## src/hw/rtl/pcv_pkg.sv

```systemverilog
`default_nettype none

package pcv_pkg;

    localparam int COUNT_WIDTH_DEFAULT = 20;
    localparam int CHAN_W              = 8;
    localparam int THRESH_W            = 16;
    localparam logic [THRESH_W-1:0] THRESH_RESET = 16'd42894;

    // Output field widths are fixed whatever the tally width.
    localparam int FIELD_W   = 20;
    localparam int VERDICT_W = 2;
    localparam int S_DATA_W  = 24;
    localparam int M_DATA_W  = 64;

    localparam int SQ_W    = 2 * CHAN_W;
    localparam int SUMSQ_W = SQ_W + 2;
    localparam int PROD_W  = THRESH_W + SUMSQ_W;

    localparam logic [VERDICT_W-1:0] VERDICT_NONE  = 2'd0;
    localparam logic [VERDICT_W-1:0] VERDICT_BLUE  = 2'd1;
    localparam logic [VERDICT_W-1:0] VERDICT_GREEN = 2'd2;
    localparam logic [VERDICT_W-1:0] VERDICT_RED   = 2'd3;

    typedef enum logic [1:0] {
        ST_IDLE,
        ST_SQUARE,
        ST_MULT,
        ST_TALLY
    } pcv_state_t;

    typedef struct packed {
        logic load;
        logic square;
        logic multiply;
        logic update;
    } pcv_cmd_t;

    typedef struct packed {
        logic last;
        logic out_free;
    } pcv_status_t;

endpackage

`default_nettype wire

```

## src/hw/rtl/pcv_ctrl.sv

```systemverilog
`default_nettype none

module pcv_ctrl (
    input  wire                 clk,
    input  wire                 rst_n,
    input  wire                 s_tvalid,
    output logic                s_tready,
    input  pcv_pkg::pcv_status_t status,
    output pcv_pkg::pcv_cmd_t   cmd
);

    pcv_pkg::pcv_state_t state_reg;
    pcv_pkg::pcv_state_t state_next;

    always_ff @(posedge clk or negedge rst_n)
    begin
        if (!rst_n)
        begin
            state_reg <= pcv_pkg::ST_IDLE;
        end
        else
        begin
            state_reg <= state_next;
        end
    end

    always_comb
    begin
        state_next = state_reg;
        case (state_reg)
            pcv_pkg::ST_IDLE:
            begin
                if (s_tvalid)
                begin
                    state_next = pcv_pkg::ST_SQUARE;
                end
            end
            pcv_pkg::ST_SQUARE:
            begin
                state_next = pcv_pkg::ST_MULT;
            end
            pcv_pkg::ST_MULT:
            begin
                state_next = pcv_pkg::ST_TALLY;
            end
            pcv_pkg::ST_TALLY:
            begin
                // A frame's last pixel waits here until the result register is free.
                if (!status.last || status.out_free)
                begin
                    state_next = pcv_pkg::ST_IDLE;
                end
            end
            default:
            begin
                state_next = pcv_pkg::ST_IDLE;
            end
        endcase
    end

    always_comb
    begin
        s_tready     = 1'b0;
        cmd          = '0;
        case (state_reg)
            pcv_pkg::ST_IDLE:
            begin
                s_tready = 1'b1;
                cmd.load = s_tvalid;
            end
            pcv_pkg::ST_SQUARE:
            begin
                cmd.square = 1'b1;
            end
            pcv_pkg::ST_MULT:
            begin
                cmd.multiply = 1'b1;
            end
            pcv_pkg::ST_TALLY:
            begin
                cmd.update = !status.last || status.out_free;
            end
            default:
            begin
                cmd = '0;
            end
        endcase
    end

`ifndef SYNTH
    a_load_only_idle: assert property (@(posedge clk) disable iff (!rst_n)
        cmd.load |=> state_reg == pcv_pkg::ST_SQUARE)
        else $error("pixel load did not start the squaring step");

    a_update_ends_item: assert property (@(posedge clk) disable iff (!rst_n)
        cmd.update |=> s_tready)
        else $error("tally update did not return the controller to idle");

    a_last_needs_space: assert property (@(posedge clk) disable iff (!rst_n)
        cmd.update && status.last |-> status.out_free)
        else $error("frame result written while the output register was occupied");
`endif

endmodule

`default_nettype wire

```

## src/hw/rtl/pcv_datapath.sv

```systemverilog
`default_nettype none

module pcv_datapath #(
    parameter int COUNT_WIDTH = pcv_pkg::COUNT_WIDTH_DEFAULT
) (
    input  wire                              clk,
    input  wire                              rst_n,
    input  wire  [pcv_pkg::S_DATA_W-1:0]     s_tdata,
    input  wire                              s_tlast,
    input  wire                              cfg_wr_en,
    input  wire  [pcv_pkg::THRESH_W-1:0]     cfg_wr_data,
    input  pcv_pkg::pcv_cmd_t                cmd,
    output pcv_pkg::pcv_status_t             status,
    output logic                             m_tvalid,
    input  wire                              m_tready,
    output logic [pcv_pkg::M_DATA_W-1:0]     m_tdata
);

    localparam logic [COUNT_WIDTH-1:0] TALLY_MAX = '1;

    logic [pcv_pkg::THRESH_W-1:0] thresh_reg;

    logic [pcv_pkg::CHAN_W-1:0]   blue_reg;
    logic [pcv_pkg::CHAN_W-1:0]   green_reg;
    logic [pcv_pkg::CHAN_W-1:0]   red_reg;
    logic                         last_reg;

    logic [pcv_pkg::SQ_W-1:0]     blue_sq_reg;
    logic [pcv_pkg::SQ_W-1:0]     green_sq_reg;
    logic [pcv_pkg::SQ_W-1:0]     red_sq_reg;
    logic [pcv_pkg::SUMSQ_W-1:0]  sumsq_reg;
    logic [pcv_pkg::PROD_W-1:0]   prod_reg;

    logic [COUNT_WIDTH-1:0]       blue_tally_reg;
    logic [COUNT_WIDTH-1:0]       green_tally_reg;
    logic [COUNT_WIDTH-1:0]       red_tally_reg;
    logic [COUNT_WIDTH-1:0]       blue_tally_next;
    logic [COUNT_WIDTH-1:0]       green_tally_next;
    logic [COUNT_WIDTH-1:0]       red_tally_next;

    logic                         out_valid_reg;
    logic [pcv_pkg::FIELD_W-1:0]  blue_out_reg;
    logic [pcv_pkg::FIELD_W-1:0]  green_out_reg;
    logic [pcv_pkg::FIELD_W-1:0]  red_out_reg;
    logic [pcv_pkg::VERDICT_W-1:0] verdict_out_reg;
    logic [pcv_pkg::VERDICT_W-1:0] verdict_next;

    logic                         blue_hit;
    logic                         green_hit;
    logic                         red_hit;

    always_ff @(posedge clk or negedge rst_n)
    begin
        if (!rst_n)
        begin
            thresh_reg <= pcv_pkg::THRESH_RESET;
        end
        else if (cfg_wr_en)
        begin
            thresh_reg <= cfg_wr_data;
        end
    end

    always_ff @(posedge clk)
    begin
        if (cmd.load)
        begin
            blue_reg  <= s_tdata[7:0];
            green_reg <= s_tdata[15:8];
            red_reg   <= s_tdata[23:16];
            last_reg  <= s_tlast;
        end
        if (cmd.square)
        begin
            blue_sq_reg  <= pcv_pkg::SQ_W'(blue_reg * blue_reg);
            green_sq_reg <= pcv_pkg::SQ_W'(green_reg * green_reg);
            red_sq_reg   <= pcv_pkg::SQ_W'(red_reg * red_reg);
            sumsq_reg    <= pcv_pkg::SUMSQ_W'(blue_reg * blue_reg)
                          + pcv_pkg::SUMSQ_W'(green_reg * green_reg)
                          + pcv_pkg::SUMSQ_W'(red_reg * red_reg);
        end
        if (cmd.multiply)
        begin
            prod_reg <= pcv_pkg::PROD_W'(thresh_reg) * pcv_pkg::PROD_W'(sumsq_reg);
        end
    end

    // The channel square scaled by 2^16 is compared with threshold times the sum of squares.
    always_comb
    begin
        blue_hit  = pcv_pkg::PROD_W'({blue_sq_reg, 16'd0}) > prod_reg;
        green_hit = pcv_pkg::PROD_W'({green_sq_reg, 16'd0}) > prod_reg;
        red_hit   = pcv_pkg::PROD_W'({red_sq_reg, 16'd0}) > prod_reg;

        blue_tally_next  = blue_tally_reg;
        green_tally_next = green_tally_reg;
        red_tally_next   = red_tally_reg;
        if (blue_hit && blue_tally_reg != TALLY_MAX)
        begin
            blue_tally_next = blue_tally_reg + 1'b1;
        end
        if (green_hit && green_tally_reg != TALLY_MAX)
        begin
            green_tally_next = green_tally_reg + 1'b1;
        end
        if (red_hit && red_tally_reg != TALLY_MAX)
        begin
            red_tally_next = red_tally_reg + 1'b1;
        end

        if (blue_tally_next > green_tally_next && blue_tally_next > red_tally_next)
        begin
            verdict_next = pcv_pkg::VERDICT_BLUE;
        end
        else if (green_tally_next > blue_tally_next && green_tally_next > red_tally_next)
        begin
            verdict_next = pcv_pkg::VERDICT_GREEN;
        end
        else if (red_tally_next > blue_tally_next && red_tally_next > green_tally_next)
        begin
            verdict_next = pcv_pkg::VERDICT_RED;
        end
        else
        begin
            verdict_next = pcv_pkg::VERDICT_NONE;
        end
    end

    always_ff @(posedge clk or negedge rst_n)
    begin
        if (!rst_n)
        begin
            blue_tally_reg  <= '0;
            green_tally_reg <= '0;
            red_tally_reg   <= '0;
        end
        else if (cmd.update)
        begin
            if (last_reg)
            begin
                blue_tally_reg  <= '0;
                green_tally_reg <= '0;
                red_tally_reg   <= '0;
            end
            else
            begin
                blue_tally_reg  <= blue_tally_next;
                green_tally_reg <= green_tally_next;
                red_tally_reg   <= red_tally_next;
            end
        end
    end

    always_ff @(posedge clk or negedge rst_n)
    begin
        if (!rst_n)
        begin
            out_valid_reg <= 1'b0;
        end
        else if (cmd.update && last_reg)
        begin
            out_valid_reg <= 1'b1;
        end
        else if (m_tready)
        begin
            out_valid_reg <= 1'b0;
        end
    end

    always_ff @(posedge clk)
    begin
        if (cmd.update && last_reg)
        begin
            blue_out_reg    <= pcv_pkg::FIELD_W'(blue_tally_next);
            green_out_reg   <= pcv_pkg::FIELD_W'(green_tally_next);
            red_out_reg     <= pcv_pkg::FIELD_W'(red_tally_next);
            verdict_out_reg <= verdict_next;
        end
    end

    always_comb
    begin
        status.last     = last_reg;
        status.out_free = !out_valid_reg || m_tready;
        m_tvalid        = out_valid_reg;
        m_tdata         = {2'b00, verdict_out_reg, red_out_reg, green_out_reg, blue_out_reg};
    end

`ifndef SYNTH
    a_frame_clears: assert property (@(posedge clk) disable iff (!rst_n)
        cmd.update && last_reg |=> blue_tally_reg == '0 && green_tally_reg == '0
            && red_tally_reg == '0)
        else $error("tallies not cleared after the last pixel of a frame");

    a_tally_monotonic: assert property (@(posedge clk) disable iff (!rst_n)
        !(cmd.update && last_reg) |=> blue_tally_reg >= $past(blue_tally_reg)
            && green_tally_reg >= $past(green_tally_reg)
            && red_tally_reg >= $past(red_tally_reg))
        else $error("a tally fell within a frame");

    a_result_raised: assert property (@(posedge clk) disable iff (!rst_n)
        cmd.update && last_reg |=> m_tvalid)
        else $error("frame result not presented after the last pixel");
`endif

endmodule

`default_nettype wire

```

## src/hw/rtl/pixel_colour_vote_classifier.sv

```systemverilog
// A frame result is raised on the master side when its last pixel completes the tally step.
// Each pixel passes load, square, multiply and tally steps of a single shared datapath
// before the next pixel is taken.
// A last pixel holds in the tally step while an earlier result is still waiting.
// Reset (rst_n, asynchronous, active low) clears the tallies and the result valid flag and
// loads the threshold with cos squared of pi/5.
`default_nettype none

module pixel_colour_vote_classifier #(
    parameter int COUNT_WIDTH = pcv_pkg::COUNT_WIDTH_DEFAULT
) (
    input  wire                          clk,
    input  wire                          rst_n,
    input  wire                          s_tvalid,
    output logic                         s_tready,
    // blue [7:0], green [15:8], red [23:16]
    input  wire  [pcv_pkg::S_DATA_W-1:0] s_tdata,
    input  wire                          s_tlast,
    output logic                         m_tvalid,
    input  wire                          m_tready,
    // blue_count [19:0], green_count [39:20], red_count [59:40], verdict [61:60], zero [63:62]
    output logic [pcv_pkg::M_DATA_W-1:0] m_tdata,
    input  wire                          cfg_wr_en,
    input  wire  [pcv_pkg::THRESH_W-1:0] cfg_wr_data
);

    pcv_pkg::pcv_cmd_t    cmd;
    pcv_pkg::pcv_status_t status;

    pcv_ctrl u_ctrl (
        .clk      (clk),
        .rst_n    (rst_n),
        .s_tvalid (s_tvalid),
        .s_tready (s_tready),
        .status   (status),
        .cmd      (cmd)
    );

    pcv_datapath #(
        .COUNT_WIDTH (COUNT_WIDTH)
    ) u_datapath (
        .clk         (clk),
        .rst_n       (rst_n),
        .s_tdata     (s_tdata),
        .s_tlast     (s_tlast),
        .cfg_wr_en   (cfg_wr_en),
        .cfg_wr_data (cfg_wr_data),
        .cmd         (cmd),
        .status      (status),
        .m_tvalid    (m_tvalid),
        .m_tready    (m_tready),
        .m_tdata     (m_tdata)
    );

endmodule

`default_nettype wire
```

## config.mk

```make
export PLATFORM = sky130hd
export DESIGN_NAME = pixel_colour_vote_classifier
export DESIGN_NICKNAME = d
export VERILOG_FILES = /design/src/hw/rtl/pcv_pkg.sv /design/src/hw/rtl/pcv_ctrl.sv /design/src/hw/rtl/pcv_datapath.sv /design/src/hw/rtl/pixel_colour_vote_classifier.sv
export SDC_FILE = /design/constraint.sdc
export NUM_CORES = 2
export LEC_CHECK = 0
export ABC_AREA = 0
export BUFFER_PORTS_ARGS = -buffer_cell sky130_fd_sc_hd__buf_2
export CAP_MARGIN = 20
export CORE_MARGIN = 1
export CORE_UTILIZATION = 40
export DETAILED_ROUTE_END_ITERATION = 7
export GPL_TIMING_DRIVEN = 0
export PLACE_DENSITY_LB_ADDON = 0.08
export SETUP_SLACK_MARGIN = 0.05
export SLEW_MARGIN = 20
export SYNTH_ARGS = -nofsm -noshare
export SYNTH_HDL_FRONTEND = slang
export SYNTH_SLANG_ARGS = --single-unit
```

## constraint.sdc

```tcl
create_clock -name clk -period 8.99 [get_ports clk]
set_input_delay 0.4495 -clock clk [delete_from_list [all_inputs] [get_ports clk]]
set_output_delay 0.4495 -clock clk [all_outputs]
set_load 0.02 [all_outputs]
```

# Word level (Yosys, flattened, before mapping)
# Index checks and enable logic that the tools add are counted.
# totals
inputBits,46
regBits,266
wordCells,80
# classes
n_addsub,5
magnitude_cmp,9
reduce_logical,14
multipliers,7
eq_ne,8
n_mux,18
# op_table
op,count
$gt 20x20->1,6
$mux 20,6
$gt 32x34->1,3
$mul 8x8->16,6
$add 20x1->20 const B,3
$ne 20x20->1 const B,3
$mul 16x18->34,1
$add 18x16->18,1
$add 16x16->17,1
$mux 2,4
$pmux 2 s4,1
$logic_and 1x1->1,7
$mux 1,7
$eq 2x2->1 const B,2
$eq 2x1->1 const B,1
$logic_not 1->1,2
$logic_not 2->1,1
$logic_or 1x1->1,2
$ne 2x1->1 const B,1
$ne 2x2->1 const B,1
$reduce_and 2->1,1
$reduce_bool 2->1,1

# Logic depth before layout (Yosys ltp)
# depth
ltp_word,7
depth_mapped,33
depth_no_buf,33

# By module
# A second synthesis with hierarchy kept.
# hier_totals
cells_unflattened,3096
hier_area_um2,31226.2
# modules_own_cells
mod,area_per_inst_um2,seq_area_each_um2,cells_each,instances
pcv_datapath,31036.0,7463.4,3079,1
pcv_ctrl,190.2,50.0,17,1

# Least setup slack after synthesis
# OpenSTA, ideal clock, no wires.
# synth_timing
kind,register -> register
start,reg u_datapath.green_reg[0] (netlist name)
end,"reg u_datapath.sumsq_reg[16] (netlist name), data pin"
slack_ns,0.902
stages_incl_launch_ff,31
t_arrival_ns,7.831
period_less_slack_ns,8.088
path_cell_list,edfxtp_1 > clkbuf_1 > and2_1 > inv_1 > fa_1 > fa_1 > inv_1 > ha_1 > fa_1 > fa_1 > inv_1 > fa_1 > inv_1 > ha_1 > a21o_1 > a21oi_1 > xor2_1 > fa_1 > inv_1 > fa_1 > fa_1 > inv_1 > fa_1 > inv_1 > ha_1 > a21o_1 > a31o_2 > a211oi_1 > o31ai_1 > a21oi_1 > xnor2_1
# synth_between
elab_chain_cells,3
# synth_rtl
item,line_no,text
"start, declared",pcv_datapath.sv:24,logic [pcv_pkg::CHAN_W-1:0] green_reg;
"start signal, assigned",pcv_datapath.sv:69,green_reg <= s_tdata[15:8];
$mul 8x8->16,pcv_datapath.sv:79,+ pcv_pkg::SUMSQ_W'(green_reg * green_reg)
$add 16x16->17,pcv_datapath.sv:79,
$add 18x16->18,pcv_datapath.sv:80,+ pcv_pkg::SUMSQ_W'(red_reg * red_reg);
"end signal, assigned",pcv_datapath.sv:78,sumsq_reg <= pcv_pkg::SUMSQ_W'(blue_reg * blue_reg)
"end, declared",pcv_datapath.sv:31,logic [pcv_pkg::SUMSQ_W-1:0] sumsq_reg;
# Every way passes these cells.
# A chain may end at the register's enable or synchronous reset.

# Final worst setup path
# layout_timing
start,reg u_datapath.blue_reg[6] (netlist name)
end,"reg u_datapath.sumsq_reg[17] (netlist name), data pin"
# layout_between
elab_chain_cells,3
# layout_rtl
item,line_no,text
"start, declared",pcv_datapath.sv:23,logic [pcv_pkg::CHAN_W-1:0] blue_reg;
"start signal, assigned",pcv_datapath.sv:68,blue_reg <= s_tdata[7:0];
$mul 8x8->16,pcv_datapath.sv:78,
$add 16x16->17,pcv_datapath.sv:79,
$add 18x16->18,pcv_datapath.sv:80,
# Every way passes these cells.

==> flow_results.xml <==
<?xml version="1.0" encoding="UTF-8"?>
<metrics>
  <group name="outcome">
    <metric name="run_status" unit="">finished, final reports clean</metric>
  </group>
  <group name="hold_path">
    <metric name="hold_path_depth" unit="">1</metric>
    <metric name="hold_class" unit="">in2reg</metric>
    <metric name="hold_end" unit="">u_datapath.blue_reg[6]</metric>
    <metric name="min-delay-start" unit="">s_tdata[6]</metric>
  </group>
  <group name="synth">
    <metric name="synthXorXnorAreaFrac" unit="%">4.791</metric>
    <metric name="yosys_most_used_dff" unit="">sky130_fd_sc_hd__edfxtp_1</metric>
    <metric name="postSynthAreaPerCell" unit="um^2">9.944</metric>
    <metric name="main_combinational_cell_family_by_area_after_synthesis" unit="">adder cells</metric>
    <metric name="synth.mux.area_fraction" unit="%">0.8653</metric>
    <metric name="yosys_warnings" unit="">0</metric>
    <metric name="synth-async-reset-ratio" unit="%">30.04</metric>
    <metric name="ys_types" unit="">87</metric>
    <metric name="synth.ff_latch_count" unit="">263</metric>
    <metric name="synthSimpleGateAreaFrac" unit="%">13.29</metric>
    <metric name="synth_compound_area_share" unit="%">8.484</metric>
    <metric name="share_of_the_yosys_chip_area_belonging_to_registers" unit="%">23.62</metric>
    <metric name="number_of_flops_mapped_to_enable_cells_by_yosys" unit="">184</metric>
    <metric name="adder_cell_area_share_of_the_yosys_netlist" unit="%">40.46</metric>
    <metric name="syn-instance-count" unit="">3199</metric>
    <metric name="syn_area" unit="um^2">31810</metric>
  </group>
  <group name="placement">
    <metric name="place.gp.congestion" unit="">0.8992</metric>
    <metric name="sum_of_net_half_perimeters_after_detailed_placement" unit="um">68860</metric>
    <metric name="place_inst" unit="">4363</metric>
    <metric name="placement.io_buffers" unit="">108</metric>
  </group>
  <group name="grt">
    <metric name="wire_length_of_the_first_global_routing_pass" unit="um">136000</metric>
    <metric name="global_route.usage.total" unit="%">21.64</metric>
    <metric name="global_route.usage.met1" unit="%">29.47</metric>
    <metric name="grt_max_degree" unit="">68</metric>
    <metric name="gr-total-overflow" unit="">0</metric>
    <metric name="first_global_vias" unit="">24180</metric>
    <metric name="groute.layer.met3.usage" unit="%">2.854</metric>
    <metric name="busiest_layer" unit="">met2</metric>
    <metric name="met2_usage" unit="%">36.80</metric>
    <metric name="initial_antenna_violation_count" unit="">1</metric>
  </group>
  <group name="cells_and_area">
    <metric name="regArea" unit="um^2">7513</metric>
    <metric name="fillerInstances" unit="">7726</metric>
    <metric name="multi_input_comb_area" unit="um^2">21720</metric>
    <metric name="num-nets-final" unit="">4198</metric>
    <metric name="post_route_cells_drive_above_1_share" unit="%">8.469</metric>
    <metric name="layoutNonFillerInstCount" unit="">4442</metric>
    <metric name="areaGrowthSynthToFinish" unit="%">10.60</metric>
    <metric name="largest_register_ff_count" unit="">34</metric>
    <metric name="finalCoreUtilization" unit="%">44.61</metric>
  </group>
  <group name="die">
    <metric name="ios" unit="">112</metric>
    <metric name="initial_core_util" unit="%">40.33</metric>
    <metric name="die-width" unit="um">284.0</metric>
    <metric name="die-height" unit="um">284.0</metric>
    <metric name="row_count" unit="">103</metric>
    <metric name="floorplan.core_area" unit="um^2">78870</metric>
    <metric name="floorplan.die_area" unit="um^2">80660</metric>
  </group>
  <group name="run">
    <metric name="max_cap_violations" unit="">0</metric>
  </group>
  <group name="detailed_routing">
    <metric name="post_drt_wl_per_cell" unit="um">18.91</metric>
    <metric name="detail_route.iter0.violations" unit="">1224</metric>
    <metric name="ant_nets" unit="">0</metric>
    <metric name="vias" unit="">22860</metric>
    <metric name="wirelength" unit="um">84000</metric>
    <metric name="route.detailed.vias_per_inst" unit="">5.145</metric>
    <metric name="post-route-drc-count" unit="">0</metric>
    <metric name="first_pass_iters" unit="">7</metric>
  </group>
  <group name="clock_network">
    <metric name="clock_insertion_delay_worst_skew" unit="ps">580</metric>
    <metric name="tritoncts.num_buffers" unit="">36</metric>
    <metric name="clkTransAtPathRegs" unit="ps">60</metric>
    <metric name="clock_tree.buffer_depth" unit="">3</metric>
    <metric name="htreeDepth" unit="">2</metric>
    <metric name="clock_tree.root_cell" unit="">sky130_fd_sc_hd__clkbuf_16</metric>
    <metric name="cts.sink_count" unit="">263</metric>
    <metric name="cts_tree" unit="">built</metric>
  </group>
  <group name="timing">
    <metric name="timing.hold.ws" unit="ps">48.89</metric>
    <metric name="final-max-slew-violation-count" unit="">0</metric>
    <metric name="timing_worst_slew_pin_value" unit="ps">883.7</metric>
    <metric name="setup_total_negative_slack" unit="ps">0</metric>
    <metric name="rsz0062_at_grt" unit="">no</metric>
    <metric name="setup_viol" unit="">0</metric>
    <metric name="post-route-period-util" unit="%">95.30</metric>
    <metric name="achievable_clock_frequency" unit="MHz">116.7</metric>
    <metric name="min_period" unit="ps">8567</metric>
    <metric name="max_slew_margin" unit="%">40.66</metric>
    <metric name="hold_viol_final" unit="">0</metric>
    <metric name="fin_skew" unit="ps">34.45</metric>
  </group>
  <group name="critical_path">
    <metric name="worstPathMaxFanout" unit="">8</metric>
    <metric name="depth_of_the_worst_register_to_register_path" unit="">29</metric>
    <metric name="type_of_the_worst_setup_path" unit="">reg2reg</metric>
    <metric name="crit_path_frequent_cell" unit="">sky130_fd_sc_hd__fa_1</metric>
    <metric name="cp_data_required_time" unit="ps">9270</metric>
    <metric name="worst_r2r_startpoint" unit="">u_datapath.blue_reg[6]</metric>
    <metric name="cp_slowest_stage_delay" unit="ps">540</metric>
    <metric name="r2r_end" unit="">u_datapath.sumsq_reg[17]</metric>
    <metric name="ff2ff_setup_slack" unit="ps">420</metric>
    <metric name="end_kind" unit="">flip-flop</metric>
    <metric name="worst_ep_arrival_time" unit="ps">8850</metric>
    <metric name="crit_path_slowest_cell" unit="">sky130_fd_sc_hd__fa_1</metric>
    <metric name="crit_path_start_kind" unit="">flip-flop</metric>
  </group>
</metrics>
==> critical path, delay by kind of cell (launching register included) <==
family	cells	cell delay [ps]
buffers and inverters	9	710
xor gates and xnor gates	1	230
adders and majority gates	12	5770
DFF	1	500
and+or+nand+nor	3	320
AOI/OAI and AO/OA	4	750
==> stage by stage <==
stage	setup WS (ps)	area (um^2)
3_5_place_dp	-294.1	33820
2_1_floorplan	901.8	31820
3_3_place_gp	-342.4	33670
5_1_grt	56.17	35180
6_report	422.9	35180
4_1_cts	65.45	35050
==> what timing repair did <==
item,CTS,global route
resized for setup,11,20
cloned,0,1
pin swaps,1,3
hold endpoints to repair,30,0
endpoints found under the setup margin,7,7
setup buffers,3,6
hold buffers,1,0
==> cell type report <==
type	count	share of cell area, %
repair buffers	124	2.137
multi-input cells	2228	61.75
diodes	3	0.02134
flip-flops and latches	263	21.35
clock buffers	46	2.809
well taps	1050	3.734
inverters	599	6.401
plain buffers	110	1.302
clock inverters	19	0.4943
==> worst max path at each step <==
| stage | start | to | cells past startpoint | slack [ps] |
|---|---|---|---|---|
| after floorplan | u_datapath.green_reg[0] | u_datapath.sumsq_reg[16] | 30 | 900 |
| after global placement | u_datapath.green_reg[0] | u_datapath.sumsq_reg[17] | 30 | -340 |
| after detailed placement | u_datapath.green_reg[0] | u_datapath.sumsq_reg[17] | 30 | -290 |
| after CTS | u_datapath.green_reg[0] | u_datapath.sumsq_reg[17] | 30 | 70 |
| after global routing | u_datapath.green_reg[6] | u_datapath.sumsq_reg[16] | 30 | 60 |
| final | u_datapath.blue_reg[6] | u_datapath.sumsq_reg[17] | 29 | 420 |
==> layer usage <==
layer	vias up	routed length, um
met1	11500	38400
met5	-	0
met2	455	40210
met3	74	3982
met4	0	1408
li1	10830	-
==> synthesized netlist by cell type (all sizes together), types with 6 or more instances <==
library cell  number  share of area [%]
a211oi            12               0.28
a21boi             7               0.17
a21o              57                1.3
a21oi             97                1.5
a31oi             18               0.35
a41oi              9               0.25
and2             150                2.9
and3              24               0.49
and4               7               0.19
buf               20               0.33
clkbuf            90                1.1
dfrtp             70                5.5
dfstp              9               0.74
edfxtp           184                 17
fa               398                 25
ha               392                 15
inv              598                7.1
mux2              20               0.71
nand2            313                3.7
nand2b            10               0.20
nand3             62                1.1
nand4             39               0.79
nor2              90                1.1
nor2b             30               0.59
nor3              49               0.80
nor4              22               0.53
o211ai             9               0.23
o21a              17               0.41
o21ai             86                1.4
o21bai             8               0.19
o311ai             6               0.17
o31ai             19               0.45
o41ai              9               0.32
or2                7               0.14
or3               13               0.26
or4                6               0.15
xnor2            128                3.5
xor2              46                1.3
==> cell usage in the layout (no fill, tap or decap), types with 13 or more instances in the layout <==
master                      count
sky130_fd_sc_hd__and3_1        21
sky130_fd_sc_hd__inv_1        596
sky130_fd_sc_hd__fa_1         398
sky130_fd_sc_hd__clkbuf_1      89
sky130_fd_sc_hd__and2_1       148
sky130_fd_sc_hd__o31ai_1       19
sky130_fd_sc_hd__mux2_2        20
sky130_fd_sc_hd__nand3_1       58
sky130_fd_sc_hd__nor3_1        47
sky130_fd_sc_hd__clkbuf_16     36
sky130_fd_sc_hd__buf_2        118
sky130_fd_sc_hd__xnor2_1      126
sky130_fd_sc_hd__nand2_1      312
sky130_fd_sc_hd__a31oi_1       17
sky130_fd_sc_hd__a21o_1        57
sky130_fd_sc_hd__a21oi_1       94
sky130_fd_sc_hd__nor4_1        17
sky130_fd_sc_hd__nand4_1       38
sky130_fd_sc_hd__ha_1         389
sky130_fd_sc_hd__edfxtp_1     184
sky130_fd_sc_hd__or3_1         13
sky130_fd_sc_hd__o21a_1        16
sky130_fd_sc_hd__dfrtp_1       70
sky130_fd_sc_hd__xor2_1        45
sky130_fd_sc_hd__o21ai_0       74
sky130_fd_sc_hd__nor2_1        86
sky130_fd_sc_hd__nor2b_1       30
==> logic make-up after synthesis <==
group / count (synthesis)
fa+ha+maj: 790
mux: 25
other cells: 1
xor+xnor: 174
flops: 263
buf+inv: 709
compound gates: 404
simple gates: 833
Power is left out: the tool's default activity adds up to more than one toggle a clock period on the data nets, which glitch-free logic cannot reach.
